--- config.mk ---
export PLATFORM = sky130hd
export DESIGN_NAME = round_robin_ready_queue_top
export DESIGN_NICKNAME = d
export VERILOG_FILES = /design/src/hdl/rrq_pkg.sv /design/src/hdl/rrq_ram.sv /design/src/hdl/round_robin_ready_queue_top.sv
export SDC_FILE = /design/constraint.sdc
export NUM_CORES = 2
export LEC_CHECK = 0
export BUFFER_PORTS_ARGS = -buffer_cell sky130_fd_sc_hd__buf_2
export CORE_ASPECT_RATIO = 1.2
export CORE_UTILIZATION = 55
export CTS_CLUSTER_SIZE = 28
export DETAILED_ROUTE_END_ITERATION = 8
export PLACE_DENSITY_LB_ADDON = 0.1
export SYNTH_ARGS = -nofsm -noshare
export SYNTH_HDL_FRONTEND = slang
export SYNTH_SLANG_ARGS = --single-unit
--- constraint.sdc ---
create_clock -name clock -period 6.9 [get_ports clock]
set_clock_uncertainty 0.15 [all_clocks]
set_input_delay 0.345 -clock clock [delete_from_list [all_inputs] [get_ports clock]]
set_output_delay 0.345 -clock clock [all_outputs]
set_load 0.05 [all_outputs]
--- src/hdl/rrq_pkg.sv ---
package rrq_pkg;

   localparam int ThreadIdWidth = 8;
   localparam int SliceWidth    = 16;

   typedef logic [ThreadIdWidth-1:0] thread_type;
   typedef logic [SliceWidth-1:0]    slice_type;

   typedef enum logic [1:0] {
      KIND_PUSH = 2'd0,
      KIND_POP  = 2'd1,
      KIND_TICK = 2'd2,
      KIND_EXIT = 2'd3
   } kind_type;

   typedef enum logic [2:0] {
      ST_IDLE,
      ST_READ,
      ST_EVAL,
      ST_LINK,
      ST_FINISH
   } state_type;

endpackage

--- src/hdl/rrq_ram.sv ---
module rrq_ram #(
   parameter int WIDTH = 8,
   parameter int DEPTH = 64
) (
   input  logic                     clock,
   input  logic                     wr_en,
   input  logic [$clog2(DEPTH)-1:0] wr_addr,
   input  logic [WIDTH-1:0]         wr_data,
   input  logic                     rd_en,
   input  logic [$clog2(DEPTH)-1:0] rd_addr,
   output logic [WIDTH-1:0]         rd_data
);

   logic [WIDTH-1:0] mem_ff [DEPTH];
   logic [WIDTH-1:0] rd_data_ff;

   always_ff @(posedge clock) begin
      if (wr_en) begin
         mem_ff[wr_addr] <= wr_data;
      end
      if (rd_en) begin
         rd_data_ff <= mem_ff[rd_addr];
      end
   end

   assign rd_data = rd_data_ff;

endmodule

--- src/hdl/round_robin_ready_queue_top.sv ---
// Push, and pop and tick that read the tables, pass the read and evaluate states (push
// also link); rejected push, empty pop, idle tick and exit go straight to finish.
// Requests are taken only while idle, one item at a time; each table-reading item takes a
// registered table read, then its writes, through one shared decrement/compare unit.
// Reset (synchronous): queue empty, no thread running, all slice counters zero,
// slice_length 1. Valid bits clear the tables at once; there is no clearing pass.
module round_robin_ready_queue_top #(
   parameter int THREAD_COUNT = 64
) (
   input  logic                  clock,
   input  logic                  reset,
   input  logic                  csr_wr_en,
   input  rrq_pkg::slice_type    csr_wr_data,
   input  logic                  req_valid,
   output logic                  req_stall,
   input  logic [1:0]            req_kind,
   input  rrq_pkg::thread_type   req_thread_id,
   output logic                  rsp_valid,
   input  logic                  rsp_stall,
   output rrq_pkg::thread_type   rsp_popped_thread,
   output logic                  rsp_queue_empty,
   output logic                  rsp_slice_expired,
   output logic                  rsp_push_error
);

   import rrq_pkg::*;

   localparam int Slots     = THREAD_COUNT + 1;
   localparam int SlotWidth = $clog2(Slots);
   localparam int WideWidth = ThreadIdWidth + 1;
   localparam logic [WideWidth-1:0] ThreadLimit = WideWidth'(THREAD_COUNT);

   state_type             state_ff, state_in;
   slice_type             slice_length_ff;
   logic [SlotWidth-1:0]  head_ff, tail_ff, running_ff;
   logic [Slots-1:0]      queued_ff, slice_valid_ff;
   kind_type              kind_ff;
   logic [SlotWidth-1:0]  slot_ff;
   thread_type            res_popped_ff;
   logic                  res_empty_ff, res_expired_ff, res_perr_ff;
   logic                  rsp_valid_ff;
   thread_type            rsp_popped_ff;
   logic                  rsp_empty_ff, rsp_expired_ff, rsp_perr_ff;

   kind_type              req_kind_enum;
   logic [WideWidth-1:0]  req_slot_wide;
   logic [SlotWidth-1:0]  req_slot;
   logic                  req_in_range, push_ok, req_accept, out_free;

   logic                  table_rd_en;
   logic                  next_wr_en;
   logic [SlotWidth-1:0]  next_wr_addr, next_wr_data, next_rd_data;
   logic                  slice_wr_en;
   slice_type             slice_wr_data, slice_rd_data;
   slice_type             slice_cur, slice_dec;
   logic                  slice_zero, slice_ends;

   assign req_kind_enum = kind_type'(req_kind);
   assign req_slot_wide = {1'b0, req_thread_id} + WideWidth'(1);
   assign req_slot      = req_slot_wide[SlotWidth-1:0];
   assign req_in_range  = {1'b0, req_thread_id} < ThreadLimit;
   assign push_ok       = req_in_range && !queued_ff[req_slot];
   assign req_accept    = req_valid && !req_stall;
   assign out_free      = !rsp_valid_ff || !rsp_stall;

   // shared decrement/compare unit on the addressed slice counter
   assign slice_cur  = slice_valid_ff[slot_ff] ? slice_rd_data : '0;
   assign slice_dec  = slice_cur - SliceWidth'(1);
   assign slice_zero = slice_cur == '0;
   assign slice_ends = slice_zero || (slice_dec == '0);

   rrq_ram #(
      .WIDTH(SlotWidth),
      .DEPTH(Slots)
   ) u_next_ram (
      .clock  (clock),
      .wr_en  (next_wr_en),
      .wr_addr(next_wr_addr),
      .wr_data(next_wr_data),
      .rd_en  (table_rd_en),
      .rd_addr(slot_ff),
      .rd_data(next_rd_data)
   );

   rrq_ram #(
      .WIDTH(SliceWidth),
      .DEPTH(Slots)
   ) u_slice_ram (
      .clock  (clock),
      .wr_en  (slice_wr_en),
      .wr_addr(slot_ff),
      .wr_data(slice_wr_data),
      .rd_en  (table_rd_en),
      .rd_addr(slot_ff),
      .rd_data(slice_rd_data)
   );

   always_comb begin
      state_in = state_ff;
      unique case (state_ff)
         ST_IDLE: begin
            if (req_accept) begin
               unique case (req_kind_enum)
                  KIND_PUSH: state_in = push_ok ? ST_READ : ST_FINISH;
                  KIND_POP:  state_in = (head_ff != '0) ? ST_READ : ST_FINISH;
                  KIND_TICK: state_in = (running_ff != '0) ? ST_READ : ST_FINISH;
                  KIND_EXIT: state_in = ST_FINISH;
                  default:   state_in = ST_FINISH;
               endcase
            end
         end
         ST_READ:   state_in = ST_EVAL;
         ST_EVAL:   state_in = (kind_ff == KIND_PUSH) ? ST_LINK : ST_FINISH;
         ST_LINK:   state_in = ST_FINISH;
         ST_FINISH: state_in = out_free ? ST_IDLE : ST_FINISH;
         default:   state_in = ST_IDLE;
      endcase
   end

   always_comb begin
      req_stall     = 1'b1;
      table_rd_en   = 1'b0;
      next_wr_en    = 1'b0;
      next_wr_addr  = slot_ff;
      next_wr_data  = '0;
      slice_wr_en   = 1'b0;
      slice_wr_data = slice_length_ff;
      unique case (state_ff)
         ST_IDLE: req_stall = 1'b0;
         ST_READ: table_rd_en = 1'b1;
         ST_EVAL: begin
            if (kind_ff == KIND_PUSH) begin
               next_wr_en    = tail_ff != '0;
               next_wr_addr  = tail_ff;
               next_wr_data  = slot_ff;
               slice_wr_en   = slice_zero;
               slice_wr_data = slice_length_ff;
            end else if (kind_ff == KIND_TICK) begin
               slice_wr_en   = !slice_zero;
               slice_wr_data = slice_dec;
            end
         end
         ST_LINK: begin
            next_wr_en   = 1'b1;
            next_wr_addr = slot_ff;
            next_wr_data = '0;
         end
         ST_FINISH: req_stall = 1'b1;
         default:   req_stall = 1'b1;
      endcase
   end

   always_ff @(posedge clock) begin
      if (reset) begin
         state_ff        <= ST_IDLE;
         slice_length_ff <= SliceWidth'(1);
         head_ff         <= '0;
         tail_ff         <= '0;
         running_ff      <= '0;
         queued_ff       <= '0;
         slice_valid_ff  <= '0;
         rsp_valid_ff    <= 1'b0;
      end else begin
         state_ff <= state_in;
         if (csr_wr_en) begin
            slice_length_ff <= csr_wr_data;
         end
         if (req_accept && req_kind_enum == KIND_EXIT &&
             WideWidth'(running_ff) == req_slot_wide) begin
            running_ff <= '0;
         end
         if (state_ff == ST_EVAL) begin
            if (kind_ff == KIND_PUSH) begin
               queued_ff[slot_ff]      <= 1'b1;
               slice_valid_ff[slot_ff] <= 1'b1;
               tail_ff                 <= slot_ff;
               if (tail_ff == '0) begin
                  head_ff <= slot_ff;
               end
            end else if (kind_ff == KIND_POP) begin
               head_ff            <= next_rd_data;
               queued_ff[slot_ff] <= 1'b0;
               running_ff         <= slot_ff;
               if (next_rd_data == '0) begin
                  tail_ff <= '0;
               end
            end
         end
         if (state_ff == ST_FINISH && out_free) begin
            rsp_valid_ff <= 1'b1;
         end else if (!rsp_stall) begin
            rsp_valid_ff <= 1'b0;
         end
      end
   end

   always_ff @(posedge clock) begin
      if (req_accept) begin
         kind_ff        <= req_kind_enum;
         res_popped_ff  <= '0;
         res_empty_ff   <= 1'b0;
         res_expired_ff <= 1'b0;
         res_perr_ff    <= 1'b0;
         unique case (req_kind_enum)
            KIND_PUSH: begin
               slot_ff     <= req_slot;
               res_perr_ff <= !push_ok;
            end
            KIND_POP: begin
               slot_ff      <= head_ff;
               res_empty_ff <= head_ff == '0;
            end
            KIND_TICK: begin
               slot_ff        <= running_ff;
               res_expired_ff <= running_ff == '0;
            end
            KIND_EXIT: slot_ff <= req_slot;
            default:   slot_ff <= req_slot;
         endcase
      end
      if (state_ff == ST_EVAL) begin
         if (kind_ff == KIND_POP) begin
            res_popped_ff <= ThreadIdWidth'(slot_ff) - ThreadIdWidth'(1);
         end else if (kind_ff == KIND_TICK) begin
            res_expired_ff <= slice_ends;
         end
      end
      if (state_ff == ST_FINISH && out_free) begin
         rsp_popped_ff  <= res_popped_ff;
         rsp_empty_ff   <= res_empty_ff;
         rsp_expired_ff <= res_expired_ff;
         rsp_perr_ff    <= res_perr_ff;
      end
   end

   assign rsp_valid         = rsp_valid_ff;
   assign rsp_popped_thread = rsp_popped_ff;
   assign rsp_queue_empty   = rsp_empty_ff;
   assign rsp_slice_expired = rsp_expired_ff;
   assign rsp_push_error    = rsp_perr_ff;

endmodule
Word-level counts from Yosys, hierarchy flattened
Memories as Yosys holds them, arrays and structs flattened. A register that Yosys moved wholly into a read port is not among the register bits.
Cells that the tools add are included.
W data, S select, Z words.
- flip-flop bits (word level): 202
- memory bits (writable): 1495
- input bits: 31
- output and inout bits: 13
- word-level logic and storage cells: 132
- memories kept: 2
- add/sub/neg operators: 3
- magnitude comparators: 4
- eq/ne operators: 13
- mux-type cells: 56
- bitwise operators: 4
- reduce and logical (&&, ||, !) cells: 32
- memories (name ; words ; width ; rd ports ; clocked after Yosys merged registers in ; write ports ; RTL line ; text):
    u_slice_ram.mem_ff ; 65 ; 16 ; 1 ; 1 ; 1 ; rrq_ram.sv:14 ; logic [WIDTH-1:0] mem_ff [DEPTH];
    u_next_ram.mem_ff ; 65 ; 7 ; 1 ; 1 ; 1 ; rrq_ram.sv:14 ;
- operators by type and width (cell ; count):
    $mux W65 ; 2
    $or A65 B65 Y65 ; 2
    $mux W7 ; 14
    $and A65 B65 Y65 ; 1
    $not A65 Y65 ; 1
    $mux W16 ; 4
    $logic_not A16 Y1 ; 2
    $logic_not A7 Y1 ; 4
    $mux W8 ; 3
    $pmux W7 S3 ; 1
    $reduce_bool A7 Y1 ; 3
    $mux W1 ; 20
    $mux W3 ; 6
    $lt A7 B8 Y1 const B ; 2
    $sub A16 B1 Y16 const B ; 1
    $pmux W3 S5 ; 1
    $bmux W1 S7 ; 2
    $pmux W3 S4 ; 1
    $add A8 B1 Y9 const B ; 1
    $eq A7 B9 Y1 ; 1
    $lt A8 B7 Y1 const B ; 1
    $sub A7 B1 Y8 const B ; 1
    $demux W1 S7 ; 1
    $ge A7 B1 Y1 const B ; 1
    other kinds (17) ; 36

Longest topological paths before layout
- depth after elaboration: 10
- depth in mapped cells: 18

Hierarchy
A second synthesis with hierarchy kept.
- cell total of the unflattened synthesis: 3802
- area total of the unflattened synthesis: 68150.4 um^2
- modules (own cells, without submodules) (module ; instances ; cells each ; area an instance (um^2) ; sequential area each (um^2)):
    rrq_ram (u_slice_ram) ; 1 ; 1919 ; 40453.8 ; 31710.4
    rrq_ram (u_next_ram) ; 1 ; 818 ; 18044.8 ; 13873.3
    round_robin_ready_queue_top ; 1 ; 1065 ; 9651.8 ; 4264.1

Least setup slack after synthesis
Ideal clock, no wire load.
- kind: reg-to-reg
- start point: register slot_ff[0]
- end point: memory u_slice_ram.mem_ff[0][12] (netlist name), data pin
- data arrival time: 5.634 ns
- path slack: 0.406 ns
- stages on the path, launching flop included: 17
- cells stage by stage: edfxtp_1 > buf_2 > buf_4 > mux4_2 > mux2i_1 > a32oi_1 > a32oi_1 > o31ai_1 > buf_2 > buf_4 > nand2_1 > ha_1 > clkbuf_1 > clkinv_1 > nand2b_1 > o221ai_1 > o21ai_0
- cells in the longest elaborated chain, start to end: 7
- ends and longest elaborated chain (what ; RTL line ; text):
    start, declared ; round_robin_ready_queue_top.sv:38 ; logic [SlotWidth-1:0] slot_ff;
    start signal, assigned ; round_robin_ready_queue_top.sv:206 ; slot_ff <= req_slot;
    start signal, assigned ; round_robin_ready_queue_top.sv:214 ; slot_ff <= running_ff;
    start signal, assigned ; round_robin_ready_queue_top.sv:217 ; KIND_EXIT: slot_ff <= req_slot;
    $bmux W1 S7 ; round_robin_ready_queue_top.sv:67 ; assign slice_cur = slice_valid_ff[slot_ff] ? slice_rd_data : '0;
    $mux W1 (not written as such) ; round_robin_ready_queue_top.sv:67 ;
    $mux W16 ; round_robin_ready_queue_top.sv:67 ;
    $sub A16 B1 Y16 ; round_robin_ready_queue_top.sv:68 ; assign slice_dec = slice_cur - SliceWidth'(1);
    $mux W16 ; round_robin_ready_queue_top.sv:138 ; end else if (kind_ff == KIND_TICK) begin
    $mux W16 ; round_robin_ready_queue_top.sv:132 ; if (kind_ff == KIND_PUSH) begin
    $mux W16 ; round_robin_ready_queue_top.sv:128 ; unique case (state_ff)
    named net slice_wr_data[12] ; round_robin_ready_queue_top.sv:54 ; slice_type slice_wr_data, slice_rd_data;
    end, declared ; rrq_ram.sv:14 ;
The timed path passes the listed nets, and every way through them passes these cells. The select of a mux whose other input is x is not followed.

Worst setup path in the final report
- start point: register slot_ff[1]
- end point: memory u_slice_ram.mem_ff[45][8] (netlist name), data pin
The elaborated chain is that of the path after synthesis.

==> run_results.csv <==
group,metric,value,unit
status,status,"complete, no violations",
detailed_routing,via_per_inst,6.74,
global_route,grt_pass1_vias,37400,
cells_and_area,final_area,73400,um^2
clocking,cts_buffer_depth,3,
synth,ys_seq_area_share,76.7,%
cells_and_area,final_common_cell,"edfxtp_1",
worst_setup_path,crit_fanout,35,
placement,gp_congestion,0.918,
global_route,grt_busiest_layer,"met2",
placement,post-dp-hpwl,109,mm
worst_setup_path,cp.arrival,6190,ps
clocking,cts_tree,"yes",
detailed_routing,wl_per_cell,32.1,um
sta,hold_viol,0,
sta,slew_violations,0,
worst_setup_path,critPathMaxStageDelay,1040,ps
global_route,track_usage,31.2,%
power_and_ir_drop,p_per_area,298,nW/um^2
clocking,cts.clk_slew.worst_paths,60,ps
cells_and_area,syn_to_final_growth,12.9,%
sta,max_freq,175,MHz
detailed_routing,via_count,39100,
detailed_routing,ant_nets,0,
global_route,grt_pass1_wl,267,mm
detailed_routing,drtIter0Drc,4940,
die,core-area,117000,um^2
global_route,antenna_found_initial,2,
detailed_routing,drcViolationCount,0,
global_route,grtUsageMet3,4.71,%
die,start_util,55.7,%
synth,synth_edf_count,1540,
sta,relSlewSlack,11.8,%
global_route,grt_use_met1,41.6,%
detailed_routing,firstDrtPassIters,7,
global_route,grt_use_met2,50.9,%
die,num_rows,137,
sta,setup_viol,0,
clocking,cts_sinks,1720,
placement,portBuffers,43,
power_and_ir_drop,vdd_drop_max,0.259,mV
die,die_w,316,um
run,cap_viol_max_count,0,
worst_setup_path,required,7380,ps
clocking,htreeDepth,4,
placement,placed_area,67600,um^2
sta,finalWorstSetupSlack,1190,ps
worst_setup_path,path_cells,"inv_2 > a221oi_1 > o22ai_1 > o22ai_1 > o31ai_4 > buf_4 > nand2_1 > ha_1 > clkinv_1 > nand2b_1 > o221ai_1 > o21ai_4 > buf_4",
worst_setup_path,crit_type,"flop to flop",
synth,synth_area,65000,um^2
die,die_h,379,um
worst_setup_path,cp.buffers_inverters,4,
sta,min_period,5710,ps
sta,grt_setup_unrepaired,"false",
cells_and_area,fin_util,62.9,%
global_route,grt_max_degree,125,
cells_and_area,final_cell_mix,"edfxtp_1 (1540), a22oi_1 (558), nor2_1 (222)",
detailed_routing,wirelength,186,mm
synth,synthCells,4008,
cells_and_area,regArea,49800,um^2
synth,synth-async-reset-ratio,0,%
synth,postSynthAreaPerCell,16.2,um^2
sta,fin_crit_sh,82.8,%
clocking,cts-resized-gates,0,
cells_and_area,drive_above_1_share,13.8,%
clocking,cts-root-buf,"clkbuf_16",
sta,whs,102,ps
clocking,worstSkewPairLatency,820,ps
cells_and_area,multi_input_comb_area,14200,um^2
die,io_pins,44,
synth,ys_ff_latch,1720,
power_and_ir_drop,p_leak,23.6,nW
cells_and_area,stdcell_count,5805,
clocking,numCtsBuffers,165,
placement,dp_slack,1300,ps
synth,synth_cell_types,66,
cells_and_area,n_antenna_cell,0,
min_path,hp-class,"primary input to flop",
cells_and_area,finalNetCount,4181,
worst_setup_path,crit_family,"compound AO/OA/AOI/OAI gates",
global_route,grt_overflow_total,0,
die,die_area,120000,um^2
sta,worst_pin_slew,1320,ps
worst_setup_path,crit_path_top_delay_cell,"edfxtp_1",
sta,setup_tns,0,ps
worst_setup_path,start_kind,"flop",
cells_and_area,nFillCells,8339,
synth,synth_ff_type,"edfxtp_1",
worst_setup_path,end_kind,"flop",
synth,ys_warn_count,0,
synth,synth_nets,4049,
power_and_ir_drop,p_total,21.9,mW
placement,placedCellCount,5446,
## layer usage
layer	up-vias	routed length [um]
met5	-	0
met4	0	8370
met3	360	14100
met2	1969	91700
met1	20000	72300
li1	16800	-
## sequential cells by signal, indices dropped and copies added, names as in the netlist, 2 cells and up, named ones only
name	count
u_next_ram.mem_ff	455
res_popped_ff	8
u_slice_ram.mem_ff	1040
tail_ff	7
slice_length_ff	16
state_ff	3
running_ff	7
u_next_ram.rd_data	7
slot_ff	7
u_slice_ram.rd_data	16
slice_valid_ff	65
kind_ff	2
rsp_popped_thread	8
head_ff	7
## tightest hold or removal path, cell delays in order
cell	delay [ps]
buf_2	120
xnor2_1	150
nor2_1	120
a211oi_1	80
a21oi_1	120
## synth_stat cells (35+ instances only)
| library cell | number | area (um^2) |
|---|---|---|
| a22oi_1 | 558 | 4190 |
| a311oi_1 | 71 | 622 |
| a41oi_1 | 35 | 307 |
| nor2_1 | 230 | 863 |
| a22o_1 | 94 | 823 |
| a21oi_1 | 192 | 961 |
| nor3_2 | 56 | 561 |
| o21ai_0 | 62 | 310 |
| nand2_1 | 108 | 405 |
| nand4_1 | 85 | 532 |
| a221oi_1 | 108 | 946 |
| buf_1 | 35 | 131 |
| edfxtp_1 | 1540 | 46200 |
| buf_2 | 111 | 556 |
| dfxtp_1 | 180 | 3600 |
| a31oi_1 | 71 | 444 |
| nor3_1 | 39 | 195 |
| clkbuf_1 | 134 | 503 |
## final timing paths
kind                             from                                   to  slack (ps)  cells after the start
max              slot_ff[1]$_DFFE_PP_  u_slice_ram.mem_ff[45][8]$_DFFE_PP_        1190                     13
min                  req_thread_id[6]                 slot_ff[6]$_DFFE_PP_         100                      5
max reg2reg      slot_ff[1]$_DFFE_PP_  u_slice_ram.mem_ff[45][8]$_DFFE_PP_        1190                     13
min reg2reg  res_popped_ff[6]$_DFF_P_       rsp_popped_thread[6]$_DFFE_PP_         280                      0
## kinds of logic after synthesis
logic type      count (synthesis)  synth area share [%]
flops                        1720                  76.7
compound gates               1265                  14.1
simple gates                  611                  4.85
buf+inv                       303                  2.05
mux                            71                  1.72
xor+xnor                       28                 0.377
fa+ha+maj                      10                 0.193
## report_power, final
group / internal, mW / leakage [nW] / switching, mW
clock: 4.97 / 2.59 / 3.87
combinational: 0.409 / 4.37 / 1.23
sequential: 11.3 / 16.6 / 0.0377
total: 16.7 / 23.6 / 5.13
## layout make-up
type / instances / area share (%)
clock inverters: 95 / 1.00
repair buffers: 254 / 2.83
clock buffers: 208 / 6.19
flip-flops and latches: 1720 / 67.9
multi-input cells: 1985 / 19.4
well taps: 1529 / 2.61
inverters: 14 / 0.0716
## repair_timing
item | CTS | global route
hold buffers | 56 | 0
hold endpoints to repair | 87 | 0
setup buffers | 0 | 0
(Power assumes the default switching activity.)
